## config.mk

```make
export PLATFORM = sky130hd
export DESIGN_NAME = shelf_atlas_allocator
export DESIGN_NICKNAME = d
export VERILOG_FILES = /design/src/rtl/satl_pkg.sv /design/src/rtl/satl_cfg.sv /design/src/rtl/satl_round.sv /design/src/rtl/satl_dpath.sv /design/src/rtl/satl_ctrl.sv /design/src/rtl/shelf_atlas_allocator.sv
export SDC_FILE = /design/constraint.sdc
export NUM_CORES = 2
export LEC_CHECK = 0
export ABC_AREA = 1
export BUFFER_PORTS_ARGS = -buffer_cell sky130_fd_sc_hd__buf_2
export CAP_MARGIN = 20
export CORE_ASPECT_RATIO = 0.75
export CORE_UTILIZATION = 55
export DETAILED_ROUTE_END_ITERATION = 8
export PLACE_DENSITY_LB_ADDON = 0.1
export SLEW_MARGIN = 10
export SYNTH_ARGS = -nofsm -noshare
export SYNTH_HDL_FRONTEND = slang
export SYNTH_SLANG_ARGS = --single-unit
```

## constraint.sdc

```tcl
create_clock -name clk -period 9.7 [get_ports clk]
set_clock_uncertainty 0.15 [all_clocks]
set_input_delay 1.94 -clock clk [delete_from_list [all_inputs] [get_ports clk]]
set_output_delay 1.94 -clock clk [all_outputs]
set_load 0.005 [all_outputs]
```

## src/rtl/satl_pkg.sv

```systemverilog
`timescale 1ns / 1ps
// shared types, constants and reciprocal table of the shelf atlas allocator
package satl_pkg;

	// rounding unit operand widths
	localparam int RND_W       = 17;
	localparam int RECIP_W     = 23;
	localparam int RECIP_SHIFT = 22;

	// register fallbacks
	localparam logic [14:0] DEF_SIZE  = 15'd2048;
	localparam logic [14:0] SIZE_CAP  = 15'd16384;
	localparam logic [3:0]  DEF_LIMIT = 4'd4;
	localparam logic [7:0]  DEF_GAP   = 8'd2;

	// register indexes
	localparam logic [2:0] REG_PAGE_WIDTH   = 3'd0;
	localparam logic [2:0] REG_PAGE_HEIGHT  = 3'd1;
	localparam logic [2:0] REG_PAGE_LIMIT   = 3'd2;
	localparam logic [2:0] REG_GAP          = 3'd3;
	localparam logic [2:0] REG_BLOCK_WIDTH  = 3'd4;
	localparam logic [2:0] REG_BLOCK_HEIGHT = 3'd5;

	// result status codes
	localparam logic [1:0] ST_OK       = 2'd0;
	localparam logic [1:0] ST_BAD_ARG  = 2'd1;
	localparam logic [1:0] ST_NO_SPACE = 2'd2;

	// which value the rounding unit works on, and where the result lands
	typedef enum logic [1:0] {
		RND_AW  = 2'd0,
		RND_AH  = 2'd1,
		RND_PAD = 2'd2,
		RND_ROW = 2'd3
	} rnd_sel_t;

	// effective configuration, fallbacks already applied
	typedef struct packed {
		logic [14:0] pw;
		logic [14:0] ph;
		logic [3:0]  lim;
		logic [7:0]  gap;
		logic [4:0]  bw;
		logic [4:0]  bh;
	} cfg_t;

	// controller to datapath
	typedef struct packed {
		logic     load;
		logic     rnd_go;
		rnd_sel_t rnd_sel;
		logic     scan_first;
		logic     scan_next;
		logic     clear;
		logic     place;
		logic     open_new;
		logic     fail_arg;
		logic     fail_space;
	} cmd_t;

	// datapath to controller
	typedef struct packed {
		logic is_clear;
		logic bad_arg;
		logic too_big;
		logic no_pages;
		logic fit;
		logic last_page;
		logic can_open;
	} sts_t;

	// ceil(2^22 / u); floor(v / u) == (v * recip(u)) >> 22 for v < 2^17, u < 32
	function automatic logic [RECIP_W-1:0] recip(input logic [4:0] u);
		logic [RECIP_W-1:0] r;
		unique case (u)
			5'd1:    r = 23'd4194304;
			5'd2:    r = 23'd2097152;
			5'd3:    r = 23'd1398102;
			5'd4:    r = 23'd1048576;
			5'd5:    r = 23'd838861;
			5'd6:    r = 23'd699051;
			5'd7:    r = 23'd599187;
			5'd8:    r = 23'd524288;
			5'd9:    r = 23'd466034;
			5'd10:   r = 23'd419431;
			5'd11:   r = 23'd381301;
			5'd12:   r = 23'd349526;
			5'd13:   r = 23'd322639;
			5'd14:   r = 23'd299594;
			5'd15:   r = 23'd279621;
			5'd16:   r = 23'd262144;
			5'd17:   r = 23'd246724;
			5'd18:   r = 23'd233017;
			5'd19:   r = 23'd220753;
			5'd20:   r = 23'd209716;
			5'd21:   r = 23'd199729;
			5'd22:   r = 23'd190651;
			5'd23:   r = 23'd182362;
			5'd24:   r = 23'd174763;
			5'd25:   r = 23'd167773;
			5'd26:   r = 23'd161320;
			5'd27:   r = 23'd155345;
			5'd28:   r = 23'd149797;
			5'd29:   r = 23'd144632;
			5'd30:   r = 23'd139811;
			5'd31:   r = 23'd135301;
			default: r = 23'd4194304;
		endcase
		return r;
	endfunction

endpackage

```

## src/rtl/satl_cfg.sv

```systemverilog
`timescale 1ns / 1ps
// configuration registers and their effective values
module satl_cfg (
	input  logic             clk,
	input  logic             arst_n,
	input  logic             wr_en,
	input  logic [2:0]       wr_index,
	input  logic [14:0]      wr_data,
	output satl_pkg::cfg_t   eff
);
	import satl_pkg::*;

	logic [14:0] pw_q;
	logic [14:0] ph_q;
	logic [3:0]  lim_q;
	logic [7:0]  gap_q;
	logic [4:0]  bw_q;
	logic [4:0]  bh_q;

	always_ff @(posedge clk or negedge arst_n) begin
		if (!arst_n) begin
			pw_q  <= DEF_SIZE;
			ph_q  <= DEF_SIZE;
			lim_q <= DEF_LIMIT;
			gap_q <= DEF_GAP;
			bw_q  <= 5'd1;
			bh_q  <= 5'd1;
		end else if (wr_en) begin
			unique case (wr_index)
				REG_PAGE_WIDTH:   pw_q  <= wr_data;
				REG_PAGE_HEIGHT:  ph_q  <= wr_data;
				REG_PAGE_LIMIT:   lim_q <= wr_data[3:0];
				REG_GAP:          gap_q <= wr_data[7:0];
				REG_BLOCK_WIDTH:  bw_q  <= wr_data[4:0];
				REG_BLOCK_HEIGHT: bh_q  <= wr_data[4:0];
				default: ;
			endcase
		end
	end

	// zero means default, page sizes saturate at the cap
	always_comb begin
		eff.pw  = (pw_q == 15'd0) ? DEF_SIZE : ((pw_q > SIZE_CAP) ? SIZE_CAP : pw_q);
		eff.ph  = (ph_q == 15'd0) ? DEF_SIZE : ((ph_q > SIZE_CAP) ? SIZE_CAP : ph_q);
		eff.lim = (lim_q == 4'd0) ? DEF_LIMIT : lim_q;
		eff.gap = (gap_q == 8'd0) ? DEF_GAP : gap_q;
		eff.bw  = (bw_q == 5'd0) ? 5'd1 : bw_q;
		eff.bh  = (bh_q == 5'd0) ? 5'd1 : bh_q;
	end

endmodule

```

## src/rtl/satl_round.sv

```systemverilog
`timescale 1ns / 1ps
// two-step round-up-to-multiple unit: reciprocal multiply, then scale back
module satl_round (
	input  logic                          clk,
	input  logic                          arst_n,
	input  logic                          go,
	input  satl_pkg::rnd_sel_t            sel,
	input  logic [satl_pkg::RND_W-1:0]    val,
	input  logic [4:0]                    unit,
	output logic                          res_vld,
	output satl_pkg::rnd_sel_t            res_sel,
	output logic [satl_pkg::RND_W-1:0]    res
);
	import satl_pkg::*;

	localparam int PROD_W = RND_W + RECIP_W;
	localparam int BACK_W = RND_W + 5;

	logic [PROD_W-1:0] prod_s1;
	logic [4:0]        unit_s1;
	rnd_sel_t          sel_s1;
	logic              vld_s1;
	logic [RND_W-1:0]  quot;
	logic [BACK_W-1:0] back;

	always_ff @(posedge clk or negedge arst_n) begin
		if (!arst_n) begin
			vld_s1 <= 1'b0;
		end else begin
			vld_s1 <= go;
		end
	end

	// val already carries the +unit-1, so the floor quotient gives the round-up
	always_ff @(posedge clk) begin
		prod_s1 <= PROD_W'(val) * PROD_W'(recip(unit));
		unit_s1 <= unit;
		sel_s1  <= sel;
	end

	assign quot    = prod_s1[RECIP_SHIFT +: RND_W];
	assign back    = BACK_W'(quot) * BACK_W'(unit_s1);
	assign res     = back[RND_W-1:0];
	assign res_vld = vld_s1;
	assign res_sel = sel_s1;

endmodule

```

## src/rtl/satl_dpath.sv

```systemverilog
`timescale 1ns / 1ps
// allocator datapath: request, rounded sizes, page cursor memory, results
module satl_dpath #(
	parameter int PAGE_SLOTS = 8,
	parameter int COORD_BITS = 16
) (
	input  logic             clk,
	input  logic             arst_n,
	input  satl_pkg::cmd_t   cmd,
	input  satl_pkg::cfg_t   cfg,
	input  logic             req_mode,
	input  logic [14:0]      req_width,
	input  logic [14:0]      req_height,
	output satl_pkg::sts_t   sts,
	output logic             done,
	output logic [1:0]       status,
	output logic [2:0]       page_num,
	output logic [13:0]      pos_x,
	output logic [13:0]      pos_y
);
	import satl_pkg::*;

	localparam int IDX_W = (PAGE_SLOTS > 1) ? $clog2(PAGE_SLOTS) : 1;
	localparam int CNT_W = $clog2(PAGE_SLOTS + 1);
	localparam int CB    = COORD_BITS;
	localparam int SW    = ((CB > RND_W) ? CB : RND_W) + 2;
	localparam int ENT_W = 3 * CB;

	// request
	logic              mode_q;
	logic [14:0]       rw_q;
	logic [14:0]       rh_q;

	// rounded sizes
	logic [RND_W-1:0]  aw_q;
	logic [RND_W-1:0]  ah_q;
	logic [RND_W-1:0]  pad_q;
	logic [RND_W-1:0]  row_q;

	// page cursors: {col, row, shelf}
	logic [ENT_W-1:0]  mem [PAGE_SLOTS];
	logic [PAGE_SLOTS-1:0] vld_q;
	logic [ENT_W-1:0]  rd_q;
	logic              rd_vld_q;
	logic [IDX_W-1:0]  idx_q;
	logic [IDX_W-1:0]  rd_addr;
	logic [CNT_W-1:0]  open_q;

	logic              we;
	logic [IDX_W-1:0]  wa;
	logic [ENT_W-1:0]  wd;

	logic [CB-1:0]     tx, ty, th;
	logic              wrap;
	logic [SW-1:0]     x_eff, y_eff, h_eff;
	logic [SW-1:0]     shelf_new;

	logic              rnd_vld;
	rnd_sel_t          rnd_dst;
	logic [RND_W-1:0]  rnd_res;
	logic [RND_W-1:0]  rnd_val;
	logic [4:0]        rnd_unit;

	logic              done_q;
	logic [1:0]        status_q;
	logic [2:0]        page_q;
	logic [13:0]       x_q;
	logic [13:0]       y_q;

	always_ff @(posedge clk) begin
		if (cmd.load) begin
			mode_q <= req_mode;
			rw_q   <= req_width;
			rh_q   <= req_height;
		end
	end

	// rounding unit operands
	always_comb begin
		unique case (cmd.rnd_sel)
			RND_AW: begin
				rnd_val  = RND_W'(rw_q) + RND_W'(cfg.bw) - RND_W'(1);
				rnd_unit = cfg.bw;
			end
			RND_AH: begin
				rnd_val  = RND_W'(rh_q) + RND_W'(cfg.bh) - RND_W'(1);
				rnd_unit = cfg.bh;
			end
			RND_PAD: begin
				rnd_val  = RND_W'(cfg.gap) + RND_W'(cfg.bw) - RND_W'(1);
				rnd_unit = cfg.bw;
			end
			RND_ROW: begin
				rnd_val  = RND_W'(SW'(ty) + SW'(th) + SW'(pad_q) + SW'(cfg.bh) - SW'(1));
				rnd_unit = cfg.bh;
			end
			default: begin
				rnd_val  = '0;
				rnd_unit = 5'd1;
			end
		endcase
	end

	satl_round u_round (
		.clk     (clk),
		.arst_n  (arst_n),
		.go      (cmd.rnd_go),
		.sel     (cmd.rnd_sel),
		.val     (rnd_val),
		.unit    (rnd_unit),
		.res_vld (rnd_vld),
		.res_sel (rnd_dst),
		.res     (rnd_res)
	);

	always_ff @(posedge clk) begin
		if (rnd_vld) begin
			unique case (rnd_dst)
				RND_AW:  aw_q  <= rnd_res;
				RND_AH:  ah_q  <= rnd_res;
				RND_PAD: pad_q <= rnd_res;
				RND_ROW: row_q <= rnd_res;
				default: ;
			endcase
		end
	end

	// scan pointer and cursor read
	assign rd_addr = cmd.scan_first ? '0 : IDX_W'(idx_q + IDX_W'(1));

	always_ff @(posedge clk or negedge arst_n) begin
		if (!arst_n) begin
			idx_q    <= '0;
			rd_vld_q <= 1'b0;
		end else if (cmd.scan_first || cmd.scan_next) begin
			idx_q    <= rd_addr;
			rd_vld_q <= vld_q[rd_addr];
		end
	end

	always_ff @(posedge clk) begin
		if (cmd.scan_first || cmd.scan_next) begin
			rd_q <= mem[rd_addr];
		end
	end

	// a page that was cleared reads as empty
	assign tx = rd_vld_q ? rd_q[3*CB-1:2*CB] : '0;
	assign ty = rd_vld_q ? rd_q[2*CB-1:CB]   : '0;
	assign th = rd_vld_q ? rd_q[CB-1:0]      : '0;

	// an empty row never wraps
	assign wrap  = (tx != '0) &&
		((SW'(tx) + SW'(aw_q) + SW'(pad_q)) > SW'(cfg.pw));
	assign x_eff = wrap ? '0 : SW'(tx);
	assign y_eff = wrap ? SW'(row_q) : SW'(ty);
	assign h_eff = wrap ? '0 : SW'(th);
	assign shelf_new = (h_eff > SW'(ah_q)) ? h_eff : SW'(ah_q);

	// cursor write
	assign we = cmd.place || cmd.open_new;
	assign wa = cmd.place ? idx_q : open_q[IDX_W-1:0];

	always_comb begin
		if (cmd.place) begin
			wd = {CB'(x_eff + SW'(aw_q) + SW'(pad_q)), CB'(y_eff), CB'(shelf_new)};
		end else begin
			wd = {CB'(SW'(aw_q) + SW'(pad_q)), {CB{1'b0}}, CB'(ah_q)};
		end
	end

	always_ff @(posedge clk) begin
		if (we) begin
			mem[wa] <= wd;
		end
	end

	always_ff @(posedge clk or negedge arst_n) begin
		if (!arst_n) begin
			vld_q  <= '0;
			open_q <= '0;
		end else begin
			if (cmd.clear) begin
				vld_q <= '0;
			end else if (we) begin
				vld_q[wa] <= 1'b1;
			end
			if (cmd.open_new) begin
				open_q <= CNT_W'(open_q + CNT_W'(1));
			end
		end
	end

	// status to the controller
	always_comb begin
		sts.is_clear  = mode_q;
		sts.bad_arg   = (rw_q == 15'd0) || (rh_q == 15'd0);
		sts.too_big   = (aw_q > RND_W'(cfg.pw)) || (ah_q > RND_W'(cfg.ph));
		sts.no_pages  = (open_q == '0);
		sts.fit       = (y_eff + SW'(ah_q)) <= SW'(cfg.ph);
		sts.last_page = (int'(idx_q) + 1) >= int'(open_q);
		sts.can_open  = (int'(open_q) < int'(cfg.lim)) && (int'(open_q) < PAGE_SLOTS);
	end

	// result register
	always_ff @(posedge clk or negedge arst_n) begin
		if (!arst_n) begin
			done_q <= 1'b0;
		end else begin
			done_q <= cmd.clear || cmd.fail_arg || cmd.fail_space ||
				cmd.place || cmd.open_new;
		end
	end

	always_ff @(posedge clk) begin
		priority if (cmd.place) begin
			status_q <= ST_OK;
			page_q   <= 3'(idx_q);
			x_q      <= 14'(x_eff);
			y_q      <= 14'(y_eff);
		end else if (cmd.open_new) begin
			status_q <= ST_OK;
			page_q   <= 3'(open_q);
			x_q      <= '0;
			y_q      <= '0;
		end else if (cmd.fail_arg) begin
			status_q <= ST_BAD_ARG;
			page_q   <= '0;
			x_q      <= '0;
			y_q      <= '0;
		end else if (cmd.fail_space) begin
			status_q <= ST_NO_SPACE;
			page_q   <= '0;
			x_q      <= '0;
			y_q      <= '0;
		end else if (cmd.clear) begin
			status_q <= ST_OK;
			page_q   <= '0;
			x_q      <= '0;
			y_q      <= '0;
		end
	end

	assign done     = done_q;
	assign status   = status_q;
	assign page_num = page_q;
	assign pos_x    = x_q;
	assign pos_y    = y_q;

endmodule

```

## src/rtl/satl_ctrl.sv

```systemverilog
`timescale 1ns / 1ps
// allocator sequencer: rounding, page scan and result selection
module satl_ctrl (
	input  logic             clk,
	input  logic             arst_n,
	input  logic             start,
	input  satl_pkg::sts_t   sts,
	output satl_pkg::cmd_t   cmd,
	output logic             busy
);
	import satl_pkg::*;

	typedef enum logic [8:0] {
		S_IDLE  = 9'b000000001,
		S_CHECK = 9'b000000010,
		S_RND_H = 9'b000000100,
		S_RND_P = 9'b000001000,
		S_SIZE  = 9'b000010000,
		S_WRAP  = 9'b000100000,
		S_WAIT  = 9'b001000000,
		S_FIT   = 9'b010000000,
		S_NEW   = 9'b100000000
	} state_t;

	state_t state_q, state_d;

	always_ff @(posedge clk or negedge arst_n) begin
		if (!arst_n) begin
			state_q <= S_IDLE;
		end else begin
			state_q <= state_d;
		end
	end

	always_comb begin
		state_d = state_q;
		cmd     = '0;
		unique case (state_q)
			S_IDLE: begin
				if (start) begin
					cmd.load = 1'b1;
					state_d  = S_CHECK;
				end
			end
			S_CHECK: begin
				priority if (sts.is_clear) begin
					cmd.clear = 1'b1;
					state_d   = S_IDLE;
				end else if (sts.bad_arg) begin
					cmd.fail_arg = 1'b1;
					state_d      = S_IDLE;
				end else begin
					cmd.rnd_go  = 1'b1;
					cmd.rnd_sel = RND_AW;
					state_d     = S_RND_H;
				end
			end
			S_RND_H: begin
				cmd.rnd_go  = 1'b1;
				cmd.rnd_sel = RND_AH;
				state_d     = S_RND_P;
			end
			S_RND_P: begin
				cmd.rnd_go  = 1'b1;
				cmd.rnd_sel = RND_PAD;
				state_d     = S_SIZE;
			end
			S_SIZE: begin
				priority if (sts.too_big) begin
					cmd.fail_space = 1'b1;
					state_d        = S_IDLE;
				end else if (sts.no_pages) begin
					state_d = S_NEW;
				end else begin
					cmd.scan_first = 1'b1;
					state_d        = S_WRAP;
				end
			end
			S_WRAP: begin
				cmd.rnd_go  = 1'b1;
				cmd.rnd_sel = RND_ROW;
				state_d     = S_WAIT;
			end
			S_WAIT: begin
				state_d = S_FIT;
			end
			S_FIT: begin
				priority if (sts.fit) begin
					cmd.place = 1'b1;
					state_d   = S_IDLE;
				end else if (sts.last_page) begin
					state_d = S_NEW;
				end else begin
					cmd.scan_next = 1'b1;
					state_d       = S_WRAP;
				end
			end
			S_NEW: begin
				if (sts.can_open) begin
					cmd.open_new = 1'b1;
				end else begin
					cmd.fail_space = 1'b1;
				end
				state_d = S_IDLE;
			end
			default: begin
				state_d = S_IDLE;
			end
		endcase
	end

	assign busy = (state_q != S_IDLE);

endmodule

```

## src/rtl/shelf_atlas_allocator.sv

```systemverilog
`timescale 1ns / 1ps
// top level of the shelf-packing atlas allocator
//
//   channel   signals                                   transfer when
//   --------  ----------------------------------------  ---------------------------
//   request   start, busy, mode, req_width, req_height  start high and busy low
//   result    done, status, page_num, pos_x, pos_y      done high (one cycle)
//   config    cfg_valid, cfg_ready, cfg_index, cfg_data  cfg_valid and cfg_ready
//
// a clear or a zero-size request finishes from S_CHECK; otherwise the width,
// height and gap are rounded up from S_CHECK, S_RND_H and S_RND_P, and S_SIZE
// rejects a size larger than the page or starts the page scan. each open page
// is visited in S_WRAP, S_WAIT and S_FIT: registered cursor read, then the
// reciprocal round-up unit for the wrapped row start; when all open pages miss,
// S_NEW opens a new page or refuses.
// arst_n clears the sequencer, page count, cursor valid bits, config registers and done.
// the result is shown for one cycle only; busy drops in that same cycle,
// so a new request can be taken while the previous result is on the ports.
module shelf_atlas_allocator #(
	parameter int PAGE_SLOTS = 8,
	parameter int COORD_BITS = 16
) (
	input  logic        clk,
	input  logic        arst_n,
	// request
	input  logic        start,
	output logic        busy,
	input  logic        mode,
	input  logic [14:0] req_width,
	input  logic [14:0] req_height,
	// result
	output logic        done,
	output logic [1:0]  status,
	output logic [2:0]  page_num,
	output logic [13:0] pos_x,
	output logic [13:0] pos_y,
	// configuration
	input  logic        cfg_valid,
	output logic        cfg_ready,
	input  logic [2:0]  cfg_index,
	input  logic [14:0] cfg_data
);
	import satl_pkg::*;

	cfg_t cfg;
	cmd_t cmd;
	sts_t sts;

	// registers can always take a write; change them only between requests (not enforced)
	assign cfg_ready = 1'b1;

	satl_cfg u_cfg (
		.clk      (clk),
		.arst_n   (arst_n),
		.wr_en    (cfg_valid && cfg_ready),
		.wr_index (cfg_index),
		.wr_data  (cfg_data),
		.eff      (cfg)
	);

	// sequencer: decides what the datapath does each cycle
	satl_ctrl u_ctrl (
		.clk    (clk),
		.arst_n (arst_n),
		.start  (start),
		.sts    (sts),
		.cmd    (cmd),
		.busy   (busy)
	);

	// datapath: rounding, cursor memory, fit tests and the result register
	satl_dpath #(
		.PAGE_SLOTS (PAGE_SLOTS),
		.COORD_BITS (COORD_BITS)
	) u_dpath (
		.clk        (clk),
		.arst_n     (arst_n),
		.cmd        (cmd),
		.cfg        (cfg),
		.req_mode   (mode),
		.req_width  (req_width),
		.req_height (req_height),
		.sts        (sts),
		.done       (done),
		.status     (status),
		.page_num   (page_num),
		.pos_x      (pos_x),
		.pos_y      (pos_y)
	);

`ifndef ASSERT_OFF
	// a result only follows a cycle of work
	a_done_after_busy: assert property (@(posedge clk) disable iff (!arst_n)
		done |-> $past(busy))
		else $error("result strobe without preceding work");

	// an accepted request always occupies the block the next cycle
	a_accept_busy: assert property (@(posedge clk) disable iff (!arst_n)
		(start && !busy) |=> busy)
		else $error("accepted request did not start work");

	// error results carry zero placement fields
	a_err_zero: assert property (@(posedge clk) disable iff (!arst_n)
		(done && (status == ST_BAD_ARG || status == ST_NO_SPACE)) |->
		(page_num == 3'd0 && pos_x == 14'd0 && pos_y == 14'd0))
		else $error("error result with nonzero placement");

	// only defined status codes leave the block
	a_status_code: assert property (@(posedge clk) disable iff (!arst_n)
		done |-> (status == ST_OK || status == ST_BAD_ARG || status == ST_NO_SPACE))
		else $error("undefined status code");
`endif

endmodule
```

==> out/summary.md <==
The flow ran to the end, and the final reports show no timing, DRC or antenna violations. The tools report the number of violations reported at the end of detailed-routing iteration 0 as 4,522. Entering global routing, the biggest net connects 101 pins.

The maximum fanout along the worst path was 7. After global routing the overflow that remains totals 0. Path type of the worst setup path: register to register. The synthesized netlist occupies a cell area of 50,100 µm². After technology mapping, the gate count stands at 5,456. In the routed layout, each cell is associated on average with a via count of 5.73. The run gives 40,800 as the count of vias placed by the detailed router. In this run the number of H-tree levels came out at 3. For the hold violation total from the final report, the log shows 0. Most used flip-flop cell after synthesis: sky130_fd_sc_hd__edfxtp_1. Post-detailed-route DRC marker count: 0. The tools report the number of core rows as 95. The run gives 667 as the clock sink count. STA puts the critical path data required time at 10,090 ps. The post-synthesis cell type count was 73; the critical path's largest stage delay was 560 ps. After synthesis, the most frequently instantiated cells are sky130_fd_sc_hd__nand2_1, sky130_fd_sc_hd__inv_1, sky130_fd_sc_hd__edfxtp_1. The number of antenna violations at the first check in global routing came out at 6. Setup violations remaining at the end of the flow were counted as 0. Share of cells above drive strength 1: 15.7%. The clock latency reported for the late side of the worst-skew pair is 680 ps.

Max-cap violations in this run came to 0. The ratio of final minimum period to clock period came out at 96.9%. For this run, the number of Yosys warnings is 0. The initial utilization of the core area, before any placement, comes to 55.7%. Fraction of the yosys area taken by sequential cells: 38.7%. The via count of the first global-routing pass came out at 38,900. In this run the worst hold path is classified as register to register. The global-route usage over all layers is 33.8%, and the count of flip-flops with a built-in enable after synthesis is 562. Fill cells in the final layout number 7,420. The worst pin sits at a relative slew slack of 19.8%. Dividing the synthesized area by the synthesized cell count gives 9.19 µm². STA puts the critical path data arrival time at 9790 ps. The tree is rooted in a sky130_fd_sc_hd__clkbuf_16. TritonCTS built the clock tree.

The area inside the core boundary came out at 90,000 µm². The sort of element at the start of the critical path was a register. The logs give 0 for the final max-slew violation count and 235 mm for the global-route wire length before repair.

The worst path needs 9400 ps of the cycle, external delays included. The count of nets left with antenna violations after detail routing is 0. STA classifies the critical path endpoint as a register. The top cell type by area accounts for 33.7% of the synthesized area. Before antenna repair, the detailed router went through 6 iterations. Setup repair after global routing could not meet its margin everywhere. The most common cell in the synthesized netlist is sky130_fd_sc_hd__nand2_1. The minimum hold slack is 347 ps, and the total of buffers placed on input and output ports is 87. By area the synthesized netlist is led by sky130_fd_sc_hd__edfxtp_1, sky130_fd_sc_hd__fa_1, sky130_fd_sc_hd__ha_1, sky130_fd_sc_hd__nand2_1, sky130_fd_sc_hd__inv_1.

Synthesis produced a netlist with a net count of 6,260. Fmax: 106 MHz. The logs give 69 for the CTS buffer count and 92,400 µm² for the die outline area. From synthesis to final layout, the design area changed by 16.5%. The die is 351 µm wide. Dividing the detail-routed wire length by the instance count gives 22.3 µm. The congestion estimate from routability-driven global placement came to 0.996. Counting along the longest clock path gives a buffer depth of 3. The net count of the finished layout is 6,646. Clock-pin slew was measured on the worst setup and hold paths at 70 ps. The synthesized design spends more area on one cell type than any other, namely sky130_fd_sc_hd__edfxtp_1. At the pin with the least slew margin, the transition time is 1200 ps. The total wirelength of the detailed-routed design was 159 mm.

Measured along the y axis, the die boundary spans 264 µm. After synthesis, the share of flip-flops with an asynchronous set or reset is 11.8%. The tools report the setup TNS after final layout as 0 ps. The cell that appears most often on the critical path is sky130_fd_sc_hd__fa_1.

The number of storage elements in the synthesis netlist came out at 667. Detailed placement ended at an HPWL of 118 mm. The standard cell with the maximum stage delay on the critical path was sky130_fd_sc_hd__fa_1. 89 I/O pins were placed.
==> per-layer routing <==
metal,routed length [µm],track usage [%],vias to the layer above
met2,62500,45.3,2220
met4,2850,6.29,0
met1,70800,53.1,19700
met3,22600,11.0,216
met5,0,0,-
li1,-,-,18600
==> critical path, delay by kind of cell (launching register included) <==
family	cells	cell delay [ps]
adder cells (fa/ha/maj)	12	4950
buffers and inverters	13	1110
XOR/XNOR	1	140
AND/OR/NAND/NOR	9	900
flip-flops	1	450
AO/OA/AOI/OAI	10	1570
==> placed cells by master, fill, tap and decap left out, types with 13 or more instances in the layout <==
cell	netlist	layout
sky130_fd_sc_hd__nand2_1	1064	1026
sky130_fd_sc_hd__inv_1	887	855
sky130_fd_sc_hd__edfxtp_1	562	562
sky130_fd_sc_hd__nor2_1	469	448
sky130_fd_sc_hd__fa_1	405	397
sky130_fd_sc_hd__buf_4	11	364
sky130_fd_sc_hd__o21ai_0	377	351
sky130_fd_sc_hd__ha_1	346	321
sky130_fd_sc_hd__nand3_1	257	253
sky130_fd_sc_hd__a21oi_1	230	203
sky130_fd_sc_hd__o22ai_1	105	104
sky130_fd_sc_hd__buf_2	54	86
sky130_fd_sc_hd__clkbuf_16	0	84
sky130_fd_sc_hd__xor2_1	81	81
sky130_fd_sc_hd__dfrtp_1	72	70
sky130_fd_sc_hd__nor3_1	52	46
sky130_fd_sc_hd__nand2_2	16	43
sky130_fd_sc_hd__inv_2	16	41
sky130_fd_sc_hd__nand4_1	40	40
sky130_fd_sc_hd__buf_12	0	34
sky130_fd_sc_hd__nor2_2	15	30
sky130_fd_sc_hd__a21oi_2	5	29
sky130_fd_sc_hd__xnor2_1	28	27
sky130_fd_sc_hd__nor4_1	29	26
sky130_fd_sc_hd__dfxtp_1	26	26
sky130_fd_sc_hd__o21ai_1	10	23
sky130_fd_sc_hd__ha_4	0	22
sky130_fd_sc_hd__o21ai_2	6	18
sky130_fd_sc_hd__buf_6	11	16
sky130_fd_sc_hd__o21bai_1	17	15
sky130_fd_sc_hd__clkinv_2	1	14
sky130_fd_sc_hd__nand3_2	10	13
sky130_fd_sc_hd__nand2_4	2	13
==> cell type report <==
class / instances / area, µm² / share of cell area [%]
antenna: 2 / 5.00 / 0.00857
inverter: 908 / 3450 / 5.90
clock buffer: 85 / 1880 / 3.22
multi-input combinational: 3678 / 27300 / 46.7
timing repair buffer: 518 / 4430 / 7.58
sequential: 667 / 19400 / 33.2
clock inverter: 42 / 503 / 0.861
tap: 1212 / 1520 / 2.60
==> path summary, 6_finish.rpt <==
check                                        startpoint  slack (ps)  cells after the start                                   to
setup / recovery           u_dpath.rd_vld_q$_DFFE_PN0N_         300                     45  u_dpath.u_round.prod_s1[37]$_DFF_P_
hold / removal                u_cfg.bw_q[0]$_DFFE_PN1P_         350                      2            u_cfg.bw_q[0]$_DFFE_PN1P_
setup reg to reg           u_dpath.rd_vld_q$_DFFE_PN0N_         300                     45  u_dpath.u_round.prod_s1[37]$_DFF_P_
hold reg to reg               u_cfg.bw_q[0]$_DFFE_PN1P_         350                      2            u_cfg.bw_q[0]$_DFFE_PN1P_
max in group asynchronous                        arst_n        7700                      2           u_cfg.ph_q[11]$_DFFE_PN1P_
min in group asynchronous                        arst_n        1040                      1           u_cfg.gap_q[6]$_DFFE_PN0P_
==> metrics by stage <==
step | util [%] | cells | setup slack, ps | instance area [µm²]
6_report | 64.9 | 7112 | 302 | 58400
5_1_grt | 64.9 | 7110 | -178 | 58400
4_1_cts | 63.2 | 7062 | 16.9 | 56900
3_5_place_dp | 60.6 | 6934 | -85.5 | 54500
3_3_place_gp | 60.6 | 6934 | 118 | 54500
2_1_floorplan | - | 5456 | 199 | 50100
==> cell families after synthesis <==
logic type / synth area share, %
AND/OR/NAND/NOR: 16.6
buffers and inverters: 8.72
AO/OA/AOI/OAI: 9.27
adder cells (fa/ha/maj): 24.8
flip-flops: 38.7
XOR/XNOR: 1.90
other: 0.00748
==> state kept, by name, indices dropped and copies added (netlist names), 15 cells and up <==
name and count:
u_cfg.ph_q 15, u_dpath.rh_q 15, u_cfg.pw_q 15, u_dpath.rd_q 48, u_dpath.aw_q 17, u_dpath.ah_q 17, u_dpath.pad_q 17, u_dpath.u_round.prod_s1 17
u_dpath.mem 384, u_dpath.row_q 17, u_dpath.rw_q 15
==> timing repair <==
item / in CTS / in global routing
hold buffers: 0 / 0
cloned: 0 / 13
endpoints found under the setup margin: 10 / 902
resized for setup: 6 / 245
buffers inserted: 1 / 37
pin swaps: 1 / 107
Power is not shown: default switching activity piles up to over one toggle a cycle in this logic, so the estimate is an artifact.
